$ cat src/rtl/cst_pkg.sv
// Package: shared types and constants for the colour sort tracker.
package cst_pkg;

  // Sample class codes as they appear on the result channel.
  typedef enum logic [1:0] {
    COL_NONE = 2'd0,
    COL_RED  = 2'd1,
    COL_BLUE = 2'd2
  } colour_t;

  // Register indexes (byte address = 4 * index).
  localparam logic [2:0] REG_SORT_ENABLE   = 3'd0;
  localparam logic [2:0] REG_TEAM_IS_RED   = 3'd1;
  localparam logic [2:0] REG_PROX_THRESH   = 3'd2;
  localparam logic [2:0] REG_DIST_THRESH   = 3'd3;
  localparam logic [2:0] REG_RED_HUE_LIMIT = 3'd4;
  localparam logic [2:0] REG_BLUE_HUE_LIM  = 3'd5;

  localparam int ADDR_W = 5;

  // Register reset values.
  localparam logic       RST_SORT_ENABLE = 1'b1;
  localparam logic       RST_TEAM_IS_RED = 1'b1;
  localparam logic [7:0] RST_PROX_THRESH = 8'd100;
  localparam logic [13:0] RST_DIST_THRESH = 14'd50;
  localparam logic [8:0] RST_RED_HUE     = 9'd30;
  localparam logic [8:0] RST_BLUE_HUE    = 9'd100;

  // Per-cycle control broadcast to every queue cell.
  typedef struct packed {
    logic push;       // a new colour enters at the first empty cell
    logic pop;        // front leaves, everything moves one cell down
    logic blue;       // colour bit of the pushed item (1 blue, 0 red)
  } cell_ctrl_t;

endpackage

$ cat src/rtl/cst_if.sv
// Interfaces: sample and result channels with valid/ready handshake.
interface cst_sample_if;
  logic        valid;
  logic        ready;
  logic [8:0]  hue_degrees;
  logic [7:0]  proximity_level;
  logic [13:0] range_mm;

  modport source(output valid, output hue_degrees, output proximity_level,
                 output range_mm, input ready);
  modport sink(input valid, input hue_degrees, input proximity_level,
               input range_mm, output ready);
endinterface

interface cst_result_if;
  logic       valid;
  logic       ready;
  logic [1:0] current_colour;
  logic       pushed;
  logic       overflow;
  logic       popped;
  logic [1:0] popped_colour;
  logic       eject;
  logic [3:0] queue_count;

  modport source(output valid, output current_colour, output pushed, output overflow,
                 output popped, output popped_colour, output eject,
                 output queue_count, input ready);
  modport sink(input valid, input current_colour, input pushed, input overflow,
               input popped, input popped_colour, input eject,
               input queue_count, output ready);
endinterface

$ cat src/rtl/colour_sort_tracker.sv
// Top level: colour sort tracker with register port and queue cell chain.
//
//  channel   dir  handshake           payload
//  --------  ---  ------------------  ----------------------------------------------
//  sample    in   valid/ready         hue_degrees, proximity_level, range_mm
//  result    out  valid/ready         current_colour, pushed, overflow, popped,
//                                     popped_colour, eject, queue_count
//  APB       in   psel/penable/pwrite 6 regs at 4*index, pready tied high
//
// One item per cycle unless the result stalls. A sample is classified and the
// queue updated in the cycle it is accepted; its result shows in the next cycle
// from the output register. sample.ready stays high while that register is empty
// or being drained, so a full result only stalls the input when result.ready is low.
// Synchronous reset empties the queue (cell valid bits), clears the last
// colour/range and loads register defaults; no clearing pass is needed.
// The queue is a row of QUEUE_DEPTH cells, front at cell 0; a pop moves
// every cell down by one in the same cycle.
module colour_sort_tracker #(
  parameter int QUEUE_DEPTH = 8
) (
  input  logic                        clk,
  input  logic                        rst,
  cst_sample_if.sink                  sample,
  cst_result_if.source                result,
  input  logic                        psel,
  input  logic                        penable,
  input  logic                        pwrite,
  input  logic [cst_pkg::ADDR_W-1:0]  paddr,
  input  logic [31:0]                 pwdata,
  output logic [31:0]                 prdata,
  output logic                        pready
);

  localparam int CW = $clog2(QUEUE_DEPTH + 1);
  localparam logic [CW-1:0] CNT_ONE = CW'(1);

  // ---------------------------------------------------------------- registers
  logic        sort_enable;
  logic        team_is_red;
  logic [7:0]  proximity_threshold;
  logic [13:0] distance_threshold;
  logic [8:0]  red_hue_limit;
  logic [8:0]  blue_hue_limit;

  logic [2:0]  reg_idx;
  logic        cfg_write;

  assign pready    = 1'b1;
  assign reg_idx   = paddr[4:2];
  assign cfg_write = psel && penable && pwrite;

  always_ff @(posedge clk) begin
    if (rst) begin
      sort_enable         <= cst_pkg::RST_SORT_ENABLE;
      team_is_red         <= cst_pkg::RST_TEAM_IS_RED;
      proximity_threshold <= cst_pkg::RST_PROX_THRESH;
      distance_threshold  <= cst_pkg::RST_DIST_THRESH;
      red_hue_limit       <= cst_pkg::RST_RED_HUE;
      blue_hue_limit      <= cst_pkg::RST_BLUE_HUE;
    end else if (cfg_write) begin
      case (reg_idx)
        cst_pkg::REG_SORT_ENABLE:   sort_enable         <= pwdata[0];
        cst_pkg::REG_TEAM_IS_RED:   team_is_red         <= pwdata[0];
        cst_pkg::REG_PROX_THRESH:   proximity_threshold <= pwdata[7:0];
        cst_pkg::REG_DIST_THRESH:   distance_threshold  <= pwdata[13:0];
        cst_pkg::REG_RED_HUE_LIMIT: red_hue_limit       <= pwdata[8:0];
        cst_pkg::REG_BLUE_HUE_LIM:  blue_hue_limit      <= pwdata[8:0];
        default: ;  // unmapped: ignored
      endcase
    end
  end

  always_comb begin
    case (reg_idx)
      cst_pkg::REG_SORT_ENABLE:   prdata = {31'd0, sort_enable};
      cst_pkg::REG_TEAM_IS_RED:   prdata = {31'd0, team_is_red};
      cst_pkg::REG_PROX_THRESH:   prdata = {24'd0, proximity_threshold};
      cst_pkg::REG_DIST_THRESH:   prdata = {18'd0, distance_threshold};
      cst_pkg::REG_RED_HUE_LIMIT: prdata = {23'd0, red_hue_limit};
      cst_pkg::REG_BLUE_HUE_LIM:  prdata = {23'd0, blue_hue_limit};
      default:                    prdata = 32'd0;
    endcase
  end

  // ------------------------------------------------------------- handshakes
  logic res_valid;
  logic take;

  assign sample.ready = !res_valid || result.ready;
  assign take         = sample.valid && sample.ready;

  // ---------------------------------------------------------- classification
  cst_pkg::colour_t cur_colour;
  cst_pkg::colour_t last_colour;
  logic [13:0]      last_range;

  always_comb begin
    cur_colour = cst_pkg::COL_NONE;
    if (sample.proximity_level > proximity_threshold) begin
      if (sample.hue_degrees < red_hue_limit) begin
        cur_colour = cst_pkg::COL_RED;
      end else if (sample.hue_degrees > blue_hue_limit) begin
        cur_colour = cst_pkg::COL_BLUE;
      end
    end
  end

  // ------------------------------------------------------------ queue control
  logic [QUEUE_DEPTH-1:0] cell_valid;
  logic [QUEUE_DEPTH-1:0] cell_colour;
  logic [QUEUE_DEPTH:0]   upper_valid_vec;
  logic [QUEUE_DEPTH:0]   upper_colour_vec;
  logic [QUEUE_DEPTH:0]   lower_valid_vec;
  logic [CW-1:0]          fifo_count;
  logic [CW-1:0]          fifo_count_next;

  logic             step;        // accepted item while sorting is enabled
  logic             new_colour;  // class changed to red or blue
  logic             full;
  logic             do_push;
  logic             do_ovf;
  logic             at_eject;    // range just fell below the threshold
  logic             do_pop;
  logic             front_blue;
  logic             do_eject;
  cst_pkg::colour_t pop_colour;
  cst_pkg::cell_ctrl_t ctrl;

  assign step       = take && sort_enable;
  assign new_colour = (cur_colour != cst_pkg::COL_NONE) && (cur_colour != last_colour);
  assign full       = cell_valid[QUEUE_DEPTH-1];
  assign do_push    = step && new_colour && !full;
  assign do_ovf     = step && new_colour && full;
  assign at_eject   = (sample.range_mm < distance_threshold) &&
                      (last_range >= distance_threshold);
  // the push comes first, so a freshly pushed item can pop from an empty queue
  assign do_pop     = step && at_eject && (cell_valid[0] || do_push);

  assign front_blue = cell_valid[0] ? cell_colour[0] : (cur_colour == cst_pkg::COL_BLUE);
  assign pop_colour = !do_pop ? cst_pkg::COL_NONE :
                      (front_blue ? cst_pkg::COL_BLUE : cst_pkg::COL_RED);
  assign do_eject   = do_pop && (team_is_red ? front_blue : !front_blue);

  assign ctrl.push = do_push;
  assign ctrl.pop  = do_pop;
  assign ctrl.blue = (cur_colour == cst_pkg::COL_BLUE);

  // neighbor links: tail sees an empty cell above, front sees a full one below
  assign upper_valid_vec  = {1'b0, cell_valid};
  assign upper_colour_vec = {1'b0, cell_colour};
  assign lower_valid_vec  = {cell_valid, 1'b1};

  for (genvar i = 0; i < QUEUE_DEPTH; i++) begin : g_cell
    cst_cell u_cell (
      .clk          (clk),
      .rst          (rst),
      .ctrl         (ctrl),
      .lower_valid  (lower_valid_vec[i]),
      .upper_valid  (upper_valid_vec[i+1]),
      .upper_colour (upper_colour_vec[i+1]),
      .valid        (cell_valid[i]),
      .colour       (cell_colour[i])
    );
  end

  always_comb begin
    fifo_count_next = fifo_count;
    if (do_push && !do_pop) begin
      fifo_count_next = fifo_count + CNT_ONE;
    end else if (do_pop && !do_push) begin
      fifo_count_next = fifo_count - CNT_ONE;
    end
  end

  always_ff @(posedge clk) begin
    if (rst) begin
      fifo_count  <= '0;
      last_colour <= cst_pkg::COL_NONE;
      last_range  <= 14'd0;
    end else if (step) begin
      fifo_count  <= fifo_count_next;
      last_colour <= cur_colour;
      last_range  <= sample.range_mm;
    end
  end

  // ------------------------------------------------------------ result stage
  logic [CW+3:0] count_ext;

  assign count_ext = {4'd0, fifo_count_next};

  always_ff @(posedge clk) begin
    if (rst) begin
      res_valid <= 1'b0;
    end else if (take) begin
      res_valid <= 1'b1;
    end else if (result.ready) begin
      res_valid <= 1'b0;
    end
  end

  always_ff @(posedge clk) begin
    if (take) begin
      result.current_colour <= step ? cur_colour : cst_pkg::COL_NONE;
      result.pushed         <= do_push;
      result.overflow       <= do_ovf;
      result.popped         <= do_pop;
      result.popped_colour  <= pop_colour;
      result.eject          <= do_eject;
      result.queue_count    <= count_ext[3:0];
    end
  end

  assign result.valid = res_valid;

endmodule

$ cat src/rtl/cst_cell.sv
// Queue cell: one FIFO slot; shifts toward the front on a pop.
module cst_cell (
  input  logic                clk,
  input  logic                rst,
  input  cst_pkg::cell_ctrl_t ctrl,
  input  logic                lower_valid,   // neighbor nearer the front (1 at front)
  input  logic                upper_valid,   // neighbor nearer the tail (0 at tail)
  input  logic                upper_colour,
  output logic                valid,
  output logic                colour
);

  logic push_here;
  logic push_upper;
  logic valid_next;
  logic colour_next;

  // The push lands in the first empty cell.
  assign push_here  = ctrl.push && !valid && lower_valid;
  assign push_upper = ctrl.push && !upper_valid && valid;

  always_comb begin
    if (ctrl.pop) begin
      // take what the upper neighbor holds after this cycle's push
      valid_next  = upper_valid || push_upper;
      colour_next = push_upper ? ctrl.blue : upper_colour;
    end else begin
      valid_next  = valid || push_here;
      colour_next = push_here ? ctrl.blue : colour;
    end
  end

  always_ff @(posedge clk) begin
    if (rst) begin
      valid <= 1'b0;
    end else begin
      valid <= valid_next;
    end
  end

  always_ff @(posedge clk) begin
    colour <= colour_next;
  end

endmodule

$ cat src/flat_wrapper.sv
// flat-port wrapper written by rule: the top's interface ports become plain ports
module colour_sort_tracker_flat 
#(
  parameter int QUEUE_DEPTH = 8
)
  (clk, rst, psel, penable, pwrite, paddr, pwdata, prdata, pready, sample_valid, sample_hue_degrees, sample_proximity_level, sample_range_mm, sample_ready, result_valid, result_current_colour, result_pushed, result_overflow, result_popped, result_popped_colour, result_eject, result_queue_count, result_ready);
  cst_sample_if sample_i ();
  cst_result_if result_i ();
  input  logic clk;
  input  logic rst;
  input  logic psel;
  input  logic penable;
  input  logic pwrite;
  input  logic [cst_pkg::ADDR_W-1:0] paddr;
  input  logic [31:0] pwdata;
  output logic [31:0] prdata;
  output logic pready;
  input wire logic [$bits(sample_i.valid)-1:0] sample_valid;
  input wire logic [$bits(sample_i.hue_degrees)-1:0] sample_hue_degrees;
  input wire logic [$bits(sample_i.proximity_level)-1:0] sample_proximity_level;
  input wire logic [$bits(sample_i.range_mm)-1:0] sample_range_mm;
  output wire logic [$bits(sample_i.ready)-1:0] sample_ready;
  output wire logic [$bits(result_i.valid)-1:0] result_valid;
  output wire logic [$bits(result_i.current_colour)-1:0] result_current_colour;
  output wire logic [$bits(result_i.pushed)-1:0] result_pushed;
  output wire logic [$bits(result_i.overflow)-1:0] result_overflow;
  output wire logic [$bits(result_i.popped)-1:0] result_popped;
  output wire logic [$bits(result_i.popped_colour)-1:0] result_popped_colour;
  output wire logic [$bits(result_i.eject)-1:0] result_eject;
  output wire logic [$bits(result_i.queue_count)-1:0] result_queue_count;
  input wire logic [$bits(result_i.ready)-1:0] result_ready;
  assign sample_i.valid = sample_valid;
  assign sample_i.hue_degrees = sample_hue_degrees;
  assign sample_i.proximity_level = sample_proximity_level;
  assign sample_i.range_mm = sample_range_mm;
  assign sample_ready = sample_i.ready;
  assign result_valid = result_i.valid;
  assign result_current_colour = result_i.current_colour;
  assign result_pushed = result_i.pushed;
  assign result_overflow = result_i.overflow;
  assign result_popped = result_i.popped;
  assign result_popped_colour = result_i.popped_colour;
  assign result_eject = result_i.eject;
  assign result_queue_count = result_i.queue_count;
  assign result_i.ready = result_ready;
  colour_sort_tracker #(.QUEUE_DEPTH(QUEUE_DEPTH)) u_core (.clk(clk), .rst(rst), .sample(sample_i), .result(result_i), .psel(psel), .penable(penable), .pwrite(pwrite), .paddr(paddr), .pwdata(pwdata), .prdata(prdata), .pready(pready));
endmodule
$ cat config.mk
export PLATFORM = sky130hd
export DESIGN_NAME = colour_sort_tracker_flat
export DESIGN_NICKNAME = d
export VERILOG_FILES = /design/src/rtl/cst_pkg.sv /design/src/rtl/cst_if.sv /design/src/rtl/colour_sort_tracker.sv /design/src/rtl/cst_cell.sv /design/src/flat_wrapper.sv
export SDC_FILE = /design/constraint.sdc
export NUM_CORES = 1
export LEC_CHECK = 0
export CORE_ASPECT_RATIO = 1.75
export CORE_MARGIN = 10
export CORE_UTILIZATION = 58
export CTS_BUF_LIST = sky130_fd_sc_hd__clkbuf_8 sky130_fd_sc_hd__clkbuf_16
export CTS_CLUSTER_DIAMETER = 120
export DETAILED_ROUTE_END_ITERATION = 6
export DONT_BUFFER_PORTS = 1
export GPL_TIMING_DRIVEN = 0
export PLACE_DENSITY = 0.73
export SLEW_MARGIN = 40
export SYNTH_ARGS = -nofsm -noshare
export SYNTH_HDL_FRONTEND = slang
export SYNTH_SLANG_ARGS = --single-unit
$ cat constraint.sdc
create_clock -name clk -period 3.3 [get_ports clk]
set_clock_uncertainty 0.15 [all_clocks]
set_input_delay 0.66 -clock clk [delete_from_list [all_inputs] [get_ports clk]]
set_output_delay 0.66 -clock clk [all_outputs]
set_load 0.03 [all_outputs]
==> flow_summary.toml <==
[placement]
numPortBuffers = 0
dp.final_hpwl_um = 13000
postPlaceCellArea_um2 = 5640
gp_congestion = 0.947
dp_slack_ns = -0.224

[hold_path]
hold-path-cell-count = 2
min_path_type = "input pin to flop"

[synth]
synthesis.area_um2 = 5420
synth_ff_type = "dfxtp_1"
avgSynthCellArea_um2 = 8.59
synth_cells = 631
ys_seq_elements = 91
yosysWarnings = 0
ys_seq_area_share_pct = 36.0
async_flop_share_pct = 0
synth_edf_count = 13
synth_cell_types = 62

[floorplan]
initial_core_util_pct = 59.6
rows = 46
die_h_um = 148
die_w_um = 93.1
die-area_um2 = 13800
coreArea_um2 = 9090
pin_count = 122

[drt]
vias = 4706
drtIter0Drc = 313
totalWireLength_um = 16100
drc = 0
viasPerCell = 6.00
dr.pass1.iters = 5
routedWlPerCell_um = 20.5
ant_nets = 0

[layout]
fillers = 806
area_growth_pct = 9.77
regArea_um2 = 1950
finish.instance_area_um2 = 5950
diodes = 0
multi_input_area_um2 = 3100
drive_above_1_share_pct = 9.34
nets = 788

[grt]
grt_pass1_wl_um = 24900
grt_max_degree = 15
antenna_found_initial = 0
grt_pass1_vias = 4736
track_usage_pct = 23.3
gr-total-overflow = 0

[timing]
rsz0062_at_grt = "no"
max_freq_mhz = 311
finalCritPeriodShare_pct = 97.4
worst_pin_slew_ns = 0.732
hold_violations = 0
timing.slew.headroom_pct = 51.2
tns_ns = 0
finalMaxSlewViolations = 0
setup_slack_ns = 0.0854
min_period_ns = 3.21
setup_viol_count_final = 0

[setup_path]
crit_required_ns = 2.49
critPathKind = "input pin to primary output"
worst_r2r_path_depth = 10
slowest_stage = "a21oi_1"
start_kind = "input pin"
crit_path_frequent_cell = "clkbuf_1"
crit_arrival_ns = 2.40
cpPeakStageDelay_ns = 0.63
crit_fanout = 10
path_cells = "clkbuf_1 > nor2b_1 > clkbuf_1 > a22oi_1 > a21oi_1"
worstSetupEndpointType = "primary output"

[power]
vdd.ir_drop.worst_mv = 0.364
leakagePower_nw = 2.52
p_per_area_nw_per_um2 = 440

[flow_run]
max_cap_viol_count = 0

[clock_tree]
h-tree-depth = 3
clk_pin_slew_ns = 0.06
insertion_delay_ns = 0.35
cts_tree = "done"
cts_buffer_depth = 2
postCtsSetupBuffers = 0
cts_root_buf = "clkbuf_16"
cts_hold_buffers = 0
cts_sinks = 91
cts_buffers = 9

[status]
status = "completed"
## per-stage QoR
step                      hold slack, ns  std cells  power (W)  utilization [%]
after floorplan                    0.286        648    0.00154                -
after global placement             0.294        768    0.00162             61.9
after detailed placement           0.297        768    0.00163             62.0
after CTS                          0.284        784    0.00262             65.2
after global routing               0.292        784    0.00272             65.4
final                              0.287        784    0.00262             65.4
## power breakdown
part           switching (W)  total [W]  internal (W)
logic               0.000254   0.000396      0.000142
clock network       0.000422   0.000999      0.000577
registers          0.0000544    0.00122       0.00117
total               0.000730    0.00262       0.00189
## synthesized netlist by cell type (all sizes together) (2+ instances only)
| master | number | area (µm²) |
|---|---|---|
| nor3 | 7 | 35.0 |
| nand3b | 11 | 82.6 |
| a22o | 2 | 17.5 |
| a32oi | 4 | 35.0 |
| a21o | 8 | 60.1 |
| o21a | 2 | 22.5 |
| mux2 | 4 | 52.6 |
| a22oi | 10 | 103 |
| a211o | 4 | 35.0 |
| nand2 | 119 | 447 |
| mux2i | 18 | 180 |
| buf | 25 | 198 |
| nand3 | 9 | 57.6 |
| edfxtp | 13 | 390 |
| o21ai | 14 | 73.8 |
| a31oi | 6 | 37.5 |
| conb | 2 | 7.51 |
| nand4 | 9 | 62.6 |
| and2 | 5 | 31.3 |
| o22ai | 2 | 12.5 |
| nor2b | 10 | 62.6 |
| dfxtp | 78 | 1560 |
| inv | 46 | 178 |
| a211oi | 6 | 50.1 |
| clkbuf | 22 | 82.6 |
| nor2 | 21 | 93.8 |
| o211ai | 16 | 120 |
| a2111oi | 3 | 38.8 |
| xnor2 | 2 | 17.5 |
| ha | 54 | 676 |
| nand2b | 6 | 40.0 |
| a221oi | 4 | 41.3 |
| a21oi | 64 | 320 |
| o22a | 2 | 17.5 |
| and3 | 12 | 75.1 |
## per-layer routing
layer / global-route usage (%) / routed length (µm) / vias to the layer above
li1: - / - / 2239
met3: 6.19 / 1180 / 61
met2: 44.6 / 8840 / 168
met5: 0 / 0 / -
met4: 15.0 / 912 / 0
met1: 20.4 / 5160 / 2238
## worst max-delay path, delay by kind of cell
family / cells / cell delay (ns)
AO/OA/AOI/OAI: 2 / 0.77
buffers and inverters: 2 / 0.66
AND/OR/NAND/NOR: 1 / 0.31
## sequential cells by signal, summed over array words and instances, names as in the netlist, 2 cells and up
| signal | cells |
|---|---|
| u_core.g_cell.u_cell.valid | 8 |
| u_core.last_colour | 2 |
| u_core.result.queue_count | 4 |
| u_core.fifo_count | 4 |
| u_core.blue_hue_limit | 9 |
| u_core.result.popped_colour | 2 |
| u_core.last_range | 14 |
| u_core.result.current_colour | 2 |
| u_core.red_hue_limit | 9 |
| u_core.g_cell.u_cell.colour | 8 |
| u_core.distance_threshold | 14 |
| u_core.proximity_threshold | 8 |
## final timing paths
check | startpoint | endpoint | slack (ns)
worst max-delay path | paddr[4] | prdata[4] | 0.09
worst min-delay path | sample_valid | u_core.result.valid | 0.29
worst max register to register | u_core.blue_hue_limit[6] | u_core.g_cell[0].u_cell.colour | 0.13
worst min register to register | u_core.last_range[0] | u_core.last_range[0] | 0.31
## what timing repair did
item | in CTS | in global routing
endpoints found under the hold margin | 0 | 0
pin swaps | 0 | 1
endpoints found under the setup margin | 1 | 5
gates resized for setup | 1 | 6
## cells by family after synthesis
logic type	count (synthesis)	share of synthesized area, %
compound gates	152	19.0
xor+xnor	3	0.485
fa+ha+maj	54	12.5
buf+inv	93	8.45
flops	91	36.0
mux	22	4.29
other cells	2	0.139
simple gates	214	19.1
## layout by cell type, fill, tap and decap left out, types with 4 or more instances in the layout
master	instances
and3_1	11
nand2_1	119
nor2_1	19
ha_1	54
inv_1	46
nand3_1	8
nand2b_1	5
a22oi_1	8
clkbuf_1	22
mux2i_1	18
o21ai_0	11
edfxtp_1	13
a211o_1	4
o211ai_1	16
clkbuf_16	9
a31oi_1	6
nand4_1	8
a211oi_1	5
conb_1	19
dfxtp_1	78
nand3b_1	11
nor2b_1	10
a32oi_1	4
nor3_1	7
and2_1	5
a21oi_1	62
buf_4	20
a21o_1	8
## final cells by class
class,instances,area share (%)
buffer,47,4.71
clock buffer,9,3.79
clock inverter,7,1.01
inverter,46,2.99
multi-input combinational,464,52.2
sequential,91,32.8
tap,120,2.52
Note: power is estimated with default switching activity, not from simulation.
